`config.mk`:
```
export PLATFORM = sky130hd
export DESIGN_NAME = sorted_priority_list
export DESIGN_NICKNAME = d
export VERILOG_FILES = /design/src/hdl/spl_pkg.sv /design/src/hdl/spl_ram.sv /design/src/hdl/spl_ctrl.sv /design/src/hdl/sorted_priority_list.sv
export VERILOG_INCLUDE_DIRS = /design/src /design/src/hdl
export SDC_FILE = /design/constraint.sdc
export NUM_CORES = 1
export LEC_CHECK = 0
export BUFFER_PORTS_ARGS = -buffer_cell sky130_fd_sc_hd__buf_2
export CORE_MARGIN = 4
export CORE_UTILIZATION = 55
export DETAILED_ROUTE_END_ITERATION = 16
export MAX_ROUTING_LAYER = met4
export PLACE_DENSITY = 0.72
export SLEW_MARGIN = 20
export SYNTH_ARGS = -nofsm -noshare
export SYNTH_HDL_FRONTEND = slang
export SYNTH_SLANG_ARGS = --single-unit
```
`constraint.sdc`:
```
create_clock -name clk -period 4.07 [get_ports clk]
set_input_delay 0.407 -clock clk [delete_from_list [all_inputs] [get_ports clk]]
set_output_delay 0.407 -clock clk [all_outputs]
set_load 0.02 [all_outputs]
```
`src/hdl/sorted_priority_list_defines.svh`:
```
// Assertion macros for the sorted priority list block.
// Taken in by spl_ctrl, the module that carries concurrent checks; no other dependencies.
`ifndef SORTED_PRIORITY_LIST_DEFINES_SVH
`define SORTED_PRIORITY_LIST_DEFINES_SVH
`ifndef SYNTHESIS
// same-cycle implication
`define SPL_ASSERT_IMP(lbl, clk, rst, ante, cons) \
  lbl: assert property (@(posedge clk) disable iff (rst) (ante) |-> (cons)) \
    else $error("%m: check failed");
// next-cycle implication
`define SPL_ASSERT_NEXT(lbl, clk, rst, ante, cons) \
  lbl: assert property (@(posedge clk) disable iff (rst) (ante) |=> (cons)) \
    else $error("%m: check failed");
`else
`define SPL_ASSERT_IMP(lbl, clk, rst, ante, cons)
`define SPL_ASSERT_NEXT(lbl, clk, rst, ante, cons)
`endif
`endif

```
`src/hdl/spl_pkg.sv`:
```
// Shared types and codes for the sorted priority list.
// No dependencies; used by spl_ctrl, sorted_priority_list and the testbench.
package spl_pkg;

  localparam int DEPTH_DEF     = 16;
  localparam int TAG_WIDTH_DEF = 16;

  localparam logic [1:0] FUNC_INSERT = 2'd0;
  localparam logic [1:0] FUNC_POP    = 2'd1;
  localparam logic [1:0] FUNC_READ   = 2'd2;

  localparam logic [1:0] STAT_OK    = 2'd0;
  localparam logic [1:0] STAT_FULL  = 2'd1;
  localparam logic [1:0] STAT_EMPTY = 2'd2;
  localparam logic [1:0] STAT_RANGE = 2'd3;

  typedef struct packed {
    logic [1:0]  func;
    logic [7:0]  priority_req;
    logic [15:0] tag;
    logic [3:0]  index;
  } req_word_t;

  typedef struct packed {
    logic [1:0]  status;
    logic [7:0]  out_priority;
    logic [15:0] out_tag;
    logic [4:0]  count;
  } rsp_word_t;

  typedef enum logic [2:0] {
    ST_IDLE,
    ST_FETCH,
    ST_SHIFT,
    ST_PLACE,
    ST_DONE
  } state_t;

endpackage

```
`src/hdl/spl_ram.sv`:
```
// Simple dual-port entry memory: one write port, one registered read port.
// No dependencies.
module spl_ram #(
  parameter int DEPTH = 16,
  parameter int WIDTH = 24
) (
  input  logic                     clk,
  input  logic                     we,
  input  logic [$clog2(DEPTH)-1:0] waddr,
  input  logic [WIDTH-1:0]         wdata,
  input  logic                     re,
  input  logic [$clog2(DEPTH)-1:0] raddr,
  output logic [WIDTH-1:0]         rdata
);

  logic [WIDTH-1:0] mem [DEPTH];

  always_ff @(posedge clk) begin
    if (we) begin
      mem[waddr] <= wdata;
    end
  end

  always_ff @(posedge clk) begin
    if (re) begin
      rdata <= mem[raddr];
    end
  end

endmodule

```
`src/hdl/spl_ctrl.sv`:
```
// Sequencer for the sorted priority list: decodes a request, walks the entry
// memory from the tail for inserts, and produces one response word.
// Depends on spl_pkg and sorted_priority_list_defines.svh.
`include "sorted_priority_list_defines.svh"
module spl_ctrl #(
  parameter int DEPTH     = spl_pkg::DEPTH_DEF,
  parameter int TAG_WIDTH = spl_pkg::TAG_WIDTH_DEF
) (
  input  logic                              clk,
  input  logic                              rst,
  input  logic                              req_valid,
  output logic                              req_ready,
  input  spl_pkg::req_word_t                req,
  output logic                              res_valid,
  input  logic                              res_ready,
  output spl_pkg::rsp_word_t                res,
  output logic                              we,
  output logic [$clog2(DEPTH)-1:0]          waddr,
  output logic [8+TAG_WIDTH-1:0]            wdata,
  output logic                              re,
  output logic [$clog2(DEPTH)-1:0]          raddr,
  input  logic [8+TAG_WIDTH-1:0]            rdata
);
  import spl_pkg::*;

  localparam int AW   = $clog2(DEPTH);
  localparam int CW   = $clog2(DEPTH + 1);
  localparam int CMPW = (CW > 4) ? CW : 4;
  localparam int EW   = 8 + TAG_WIDTH;

  state_t          state, state_next;
  logic [CW-1:0]   cnt;
  logic [AW-1:0]   k;
  logic            first;
  logic [7:0]      head_pri;
  req_word_t       op;

  logic [7:0]      cur_pri;
  logic            shift;
  logic            is_full;
  logic            is_empty;
  logic            idx_bad;
  logic [CMPW-1:0] idx_w;
  logic [AW-1:0]   tail_addr;
  logic [EW-1:0]   req_entry;
  logic [EW-1:0]   op_entry;

  assign cur_pri   = rdata[EW-1:TAG_WIDTH];
  assign is_full   = (cnt == CW'(DEPTH));
  assign is_empty  = (cnt == '0);
  assign idx_w     = CMPW'(req.index);
  assign idx_bad   = (idx_w >= CMPW'(cnt));
  assign tail_addr = AW'(cnt - CW'(1));
  assign req_entry = {req.priority_req, TAG_WIDTH'(req.tag)};
  assign op_entry  = {op.priority_req, TAG_WIDTH'(op.tag)};

  // At the tail an equal priority moves up only when every entry equals it
  // (new entry then belongs at the head); further down, equal entries move up.
  assign shift = (op.priority_req < cur_pri) ||
                 ((op.priority_req == cur_pri) &&
                  (!first || (op.priority_req <= head_pri)));

  // next state
  always_comb begin
    state_next = state;
    case (state)
      ST_IDLE: begin
        if (req_valid) begin
          case (req.func)
            FUNC_INSERT: state_next = (is_full || is_empty) ? ST_DONE : ST_SHIFT;
            FUNC_POP:    state_next = is_empty ? ST_DONE : ST_FETCH;
            FUNC_READ:   state_next = idx_bad ? ST_DONE : ST_FETCH;
            default:     state_next = ST_DONE;
          endcase
        end
      end
      ST_FETCH: state_next = ST_DONE;
      ST_SHIFT: begin
        if (!shift) begin
          state_next = ST_DONE;
        end else if (k == '0) begin
          state_next = ST_PLACE;
        end
      end
      ST_PLACE: state_next = ST_DONE;
      ST_DONE: begin
        if (res_ready) begin
          state_next = ST_IDLE;
        end
      end
      default: state_next = ST_IDLE;
    endcase
  end

  // memory port and handshake outputs
  always_comb begin
    we        = 1'b0;
    waddr     = '0;
    wdata     = '0;
    re        = 1'b0;
    raddr     = '0;
    req_ready = (state == ST_IDLE);
    res_valid = (state == ST_DONE);
    case (state)
      ST_IDLE: begin
        if (req_valid) begin
          case (req.func)
            FUNC_INSERT: begin
              if (!is_full && is_empty) begin
                we    = 1'b1;
                wdata = req_entry;
              end else if (!is_full) begin
                re    = 1'b1;
                raddr = tail_addr;
              end
            end
            FUNC_POP: begin
              re    = !is_empty;
              raddr = tail_addr;
            end
            FUNC_READ: begin
              re    = !idx_bad;
              raddr = idx_w[AW-1:0];
            end
            default: ;
          endcase
        end
      end
      ST_SHIFT: begin
        we    = 1'b1;
        waddr = k + AW'(1);
        wdata = shift ? rdata : op_entry;
        re    = shift && (k != '0);
        raddr = k - AW'(1);
      end
      ST_PLACE: begin
        we    = 1'b1;
        wdata = op_entry;
      end
      default: ;
    endcase
  end

  always_ff @(posedge clk) begin
    if (rst) begin
      state <= ST_IDLE;
      cnt   <= '0;
    end else begin
      state <= state_next;
      case (state)
        ST_IDLE: begin
          if (req_valid) begin
            if (req.func == FUNC_INSERT && !is_full) begin
              cnt <= is_empty ? CW'(1) : cnt;
            end else if (req.func == FUNC_POP && !is_empty) begin
              cnt <= cnt - CW'(1);
            end
          end
        end
        ST_SHIFT: begin
          if (!shift) begin
            cnt <= cnt + CW'(1);
          end
        end
        ST_PLACE: cnt <= cnt + CW'(1);
        default: ;
      endcase
    end
  end

  // payload registers
  always_ff @(posedge clk) begin
    case (state)
      ST_IDLE: begin
        if (req_valid) begin
          op                 <= req;
          k                  <= tail_addr;
          first              <= 1'b1;
          res.status         <= STAT_OK;
          res.out_priority   <= '0;
          res.out_tag        <= '0;
          res.count          <= 5'(cnt);
          case (req.func)
            FUNC_INSERT: begin
              if (is_full) begin
                res.status <= STAT_FULL;
              end else if (is_empty) begin
                head_pri  <= req.priority_req;
                res.count <= 5'(CW'(1));
              end
            end
            FUNC_POP: begin
              if (is_empty) begin
                res.status <= STAT_EMPTY;
              end
            end
            FUNC_READ: begin
              if (idx_bad) begin
                res.status <= STAT_RANGE;
              end
            end
            default: ;
          endcase
        end
      end
      ST_FETCH: begin
        res.out_priority <= cur_pri;
        res.out_tag      <= 16'(rdata[TAG_WIDTH-1:0]);
        res.count        <= 5'(cnt);
      end
      ST_SHIFT: begin
        if (shift) begin
          k     <= k - AW'(1);
          first <= 1'b0;
        end else begin
          res.count <= 5'(cnt + CW'(1));
        end
      end
      ST_PLACE: begin
        head_pri  <= op.priority_req;
        res.count <= 5'(cnt + CW'(1));
      end
      default: ;
    endcase
  end

  `SPL_ASSERT_IMP(a_cnt_bound, clk, rst, 1'b1, cnt <= CW'(DEPTH))
  `SPL_ASSERT_IMP(a_port_split, clk, rst, we && re, waddr != raddr)
  `SPL_ASSERT_IMP(a_scan_bound, clk, rst, state == ST_SHIFT, CW'(k) < cnt)
  `SPL_ASSERT_IMP(a_full_cnt, clk, rst, res_valid && res.status == STAT_FULL, cnt == CW'(DEPTH))
  `SPL_ASSERT_NEXT(a_place_grow, clk, rst, state == ST_PLACE, cnt == $past(cnt) + CW'(1))

endmodule

```
`src/hdl/sorted_priority_list.sv`:
```
// Top level of the sorted priority list: sequencer, entry memory and the
// response register. Depends on spl_pkg, spl_ctrl and spl_ram.
//
//   channel | signals                  | word
//   --------+--------------------------+--------------------------------------
//   request | req_valid, req_ready     | req: func, priority_req, tag, index
//   response| rsp_valid, rsp_ready     | rsp: status, out_priority, out_tag, count
//
// Read and pop pass through a fetch state; a refused or trivial request goes
// straight to the response. An insert walks the memory from the tail, one
// entry per cycle through the single write port.
// Reset only clears the count and control; memory contents are left as they are.
// A held response does not block the next request; a finished one waits until
// the response register is free.
module sorted_priority_list #(
  parameter int DEPTH     = spl_pkg::DEPTH_DEF,
  parameter int TAG_WIDTH = spl_pkg::TAG_WIDTH_DEF
) (
  input  logic               clk,
  input  logic               rst,
  input  logic               req_valid,
  output logic               req_ready,
  input  spl_pkg::req_word_t req,
  output logic               rsp_valid,
  input  logic               rsp_ready,
  output spl_pkg::rsp_word_t rsp
);
  import spl_pkg::*;

  localparam int AW = $clog2(DEPTH);
  localparam int EW = 8 + TAG_WIDTH;

  logic          res_valid;
  logic          res_ready;
  rsp_word_t     res;
  logic          we;
  logic [AW-1:0] waddr;
  logic [EW-1:0] wdata;
  logic          re;
  logic [AW-1:0] raddr;
  logic [EW-1:0] rdata;

  assign res_ready = !rsp_valid || rsp_ready;

  spl_ctrl #(
    .DEPTH     (DEPTH),
    .TAG_WIDTH (TAG_WIDTH)
  ) u_ctrl (
    .clk       (clk),
    .rst       (rst),
    .req_valid (req_valid),
    .req_ready (req_ready),
    .req       (req),
    .res_valid (res_valid),
    .res_ready (res_ready),
    .res       (res),
    .we        (we),
    .waddr     (waddr),
    .wdata     (wdata),
    .re        (re),
    .raddr     (raddr),
    .rdata     (rdata)
  );

  spl_ram #(
    .DEPTH (DEPTH),
    .WIDTH (EW)
  ) u_ram (
    .clk   (clk),
    .we    (we),
    .waddr (waddr),
    .wdata (wdata),
    .re    (re),
    .raddr (raddr),
    .rdata (rdata)
  );

  always_ff @(posedge clk) begin
    if (rst) begin
      rsp_valid <= 1'b0;
    end else if (res_valid && res_ready) begin
      rsp_valid <= 1'b1;
    end else if (rsp_ready) begin
      rsp_valid <= 1'b0;
    end
  end

  always_ff @(posedge clk) begin
    if (res_valid && res_ready) begin
      rsp <= res;
    end
  end

endmodule

```
==> metrics.txt <==
status finished clean; RSZ-0062 raised after global routing false; Post-CTS Setup Bufs 0; Synth Net Count roughly 1600; startpoint class of the critical path register; Ys Warns 0; final setup vio count 0; critical path class reg -> reg; CTS tree built; largest net degree at the start of global routing between 150 and 200; GRT Util Overall approximately a quarter; DR vias/cell around 5.9; port bufs 66; clock share of power 31.7%; #FFs+latches synth between 500 and 600; CTS Buf Count just under 50; DRT Pass-1 Iters 6; CTS Sinks 516; DRC Markers 0; Mapped Avg Cell Area 13.7 sq um; post-synthesis simple-gate area fraction around an eighth; period utilisation layout about nine tenths; Hold/Removal Path Class in -> reg; area of the multi-input gates ~0.0053 sq mm; hpwl dp 28.3 mm; hold_buf cts 0; Setup crit end kind register; multiplexer share of the synthesized area 4.10%; starting DRC count in detailed routing roughly 1600; share of cells above drive strength 1 13.6%; highest clock rate about 280 MHz; Area Growth Syn to Fin 13.3%; Die X between 200 and 250 um; routed len/inst 22.3 um; Synth Area in Adders under 10%; Gate power share between 20% and 30%; Clock Pin Slew Worst Setup and Hold Paths about 0.060 ns; initial antenna violation count 0; Seq/Total Area, Yosys 72.5%; most common cell after layout, fill and taps aside edfxtp_1; Routed Antenna Nets 0; WP data required around 4.3 ns; fin. max-slew vios 0; # diodes 0; first-pass GRT wire length 73.8 mm; overall via count from detail_route 13000; drt total wl slightly below 50 mm; met3 WL ~4.2 mm; Sequential Area 0.0154 sq mm; CTS H-tree depth 2; clk_lat worst skew 0.58 ns; critical path arrival between 3 and 4 ns; Core Area ~0.038 sq mm; Starting Density a little under three fifths; count of final hold-check violations 0; Place WS 0.558 ns; Pwr Density approximately 600 mW/mm^2; DIE AREA between 0.04 and 0.05 sq mm; number of filler cells placed in the layout 2742; vias in the first global route between 10000 and 15000; Switch Pwr around 4300 uW; top layer in use met4; maxcap violations 0; most frequent cells in the layout 507 x edfxtp_1, 368 x nand2_1, 83 x nand3_1; main combinational cell family by area after synthesis simple AND/OR/NAND/NOR gates; Top FF cell, synth edfxtp_1; Compound-Gate Fraction of Synth Area 6.40%; met2 wire len 22.8 mm; switching share of power between 20 and 30%; Cells after Synth roughly 1600; Int Power 10300 uW; Post-synth EDFFs around 510; Chip Height 205 um; Nets roughly 1700; cts repair resizes 0; crit-path max FO between 60 and 70; final worst path period need 3.59 ns; Root Buffer clkbuf_16; WHS ~0.027 ns; clk buf depth 3; GRT overflow 0; leakage slightly above 0.009 uW; # IOs 67; setup TNS after final layout 0 ns; Peak VDD IR around 330 uV; # rows 71; Final WS setup around 0.48 ns; clk_skew 0.0127 ns; routability cong. between 0.8 and 0.9; post-layout util 63.6%; Reg power frac 46.4%; met1 wire length approximately 21 mm; Synth Area in XOR/XNOR less than 1%; Post-synth ARST share 0%; mapped cell area roughly 0.021 sq mm; worst slew pin tran just under 1 ns; Max-Slew Margin vs Limit between 30 and 40%; Cell variety after synth between 50 and 60
-- area by class of cell --
class	instances	share of cell area (%)
Inverter	52	0.811
Tap cell	511	2.66
Timing Repair Buffer	120	3.84
Clock inverter	33	1.49
Sequential cell	516	64.0
Clock buffer	58	5.32
Multi-Input combinational cell	896	21.9
-- metal layers --
| layer | vias to the layer above | track usage (%) |
|---|---|---|
| met4 | 0 | 5.98 |
| li1 | 5923 | - |
| met5 | - | - |
| met1 | 6375 | 33.1 |
| met3 | 78 | 4.50 |
| met2 | 584 | 36.7 |
-- logic make-up after synthesis --
family          Yosys count
xor+xnor                  9
simple gates            590
flops                   516
compound gates          186
buf+inv                 141
mux                      86
fa+ha+maj                25
-- synth_stat cells, types with 9 or more instances --
library cell / number / area share [%]
nand3b_1: 25 / 0.88
clkbuf_1: 39 / 0.69
nor3_1: 9 / 0.21
ha_1: 25 / 1.5
inv_1: 51 / 0.90
a21oi_1: 17 / 0.40
o221ai_1: 25 / 1.0
a32oi_1: 24 / 0.99
buf_4: 12 / 0.42
mux2i_1: 78 / 3.7
nor2_1: 56 / 0.99
buf_2: 31 / 0.73
edfxtp_1: 507 / 72
dfxtp_1: 9 / 0.85
and3_1: 18 / 0.53
nand3_1: 83 / 2.0
o21ai_0: 58 / 1.4
a222oi_1: 24 / 1.1
nand2_1: 368 / 6.5
-- power by group through the flow --
stage | registers [uW] | logic, uW | clock network [uW]
6_report | 6760 | 3190 | 4610
5_1_grt | 6790 | 3500 | 4930
4_1_cts | 6750 | 3180 | 4670
3_5_place_dp | 6860 | 3150 | 0
3_3_place_gp | 6850 | 3100 | 0
2_1_floorplan | 6820 | 2170 | 0
-- state kept, by name, indices dropped and copies added (netlist names) --
name / flops
rsp: 31
rsp_valid: 1
u_ctrl.cnt: 5
u_ctrl.first: 1
u_ctrl.head_pri: 8
u_ctrl.k: 4
u_ctrl.op: 24
u_ctrl.res: 31
u_ctrl.state: 3
u_ram.mem: 384
u_ram.rdata: 24
-- path summary, 6_finish.rpt --
kind	from	end	slack, ns	cells after the start
min	req[8]	u_ctrl.op[8]	0.03	1
max reg2reg	u_ctrl.cnt[0]	u_ram.rdata[18]	0.48	10
min reg2reg	u_ctrl.res[30]	rsp[30]	0.42	0
max	u_ctrl.cnt[0]	u_ram.rdata[18]	0.48	10
-- metrics by stage --
step	total power, uW	std cells	instance area [sq um]
global placement	9940	2095	22400
global route	15200	2186	24100
CTS	14600	2186	24100
detailed placement	10000	2095	22400
floorplan	8990	1553	21200
finish	14600	2186	24100
-- critical path, cell delays in order (launching register included) --
cell       delay, ns
dfxtp_1         0.41
inv_1           0.19
ha_1            0.25
or4b_4          0.52
a22oi_4         0.26
a2bb2oi_4       0.40
buf_12          0.35
mux2i_1         0.23
mux2i_1         0.10
a32oi_1         0.17
o221ai_1        0.30
Note: power is estimated with default switching activity, not from simulation.
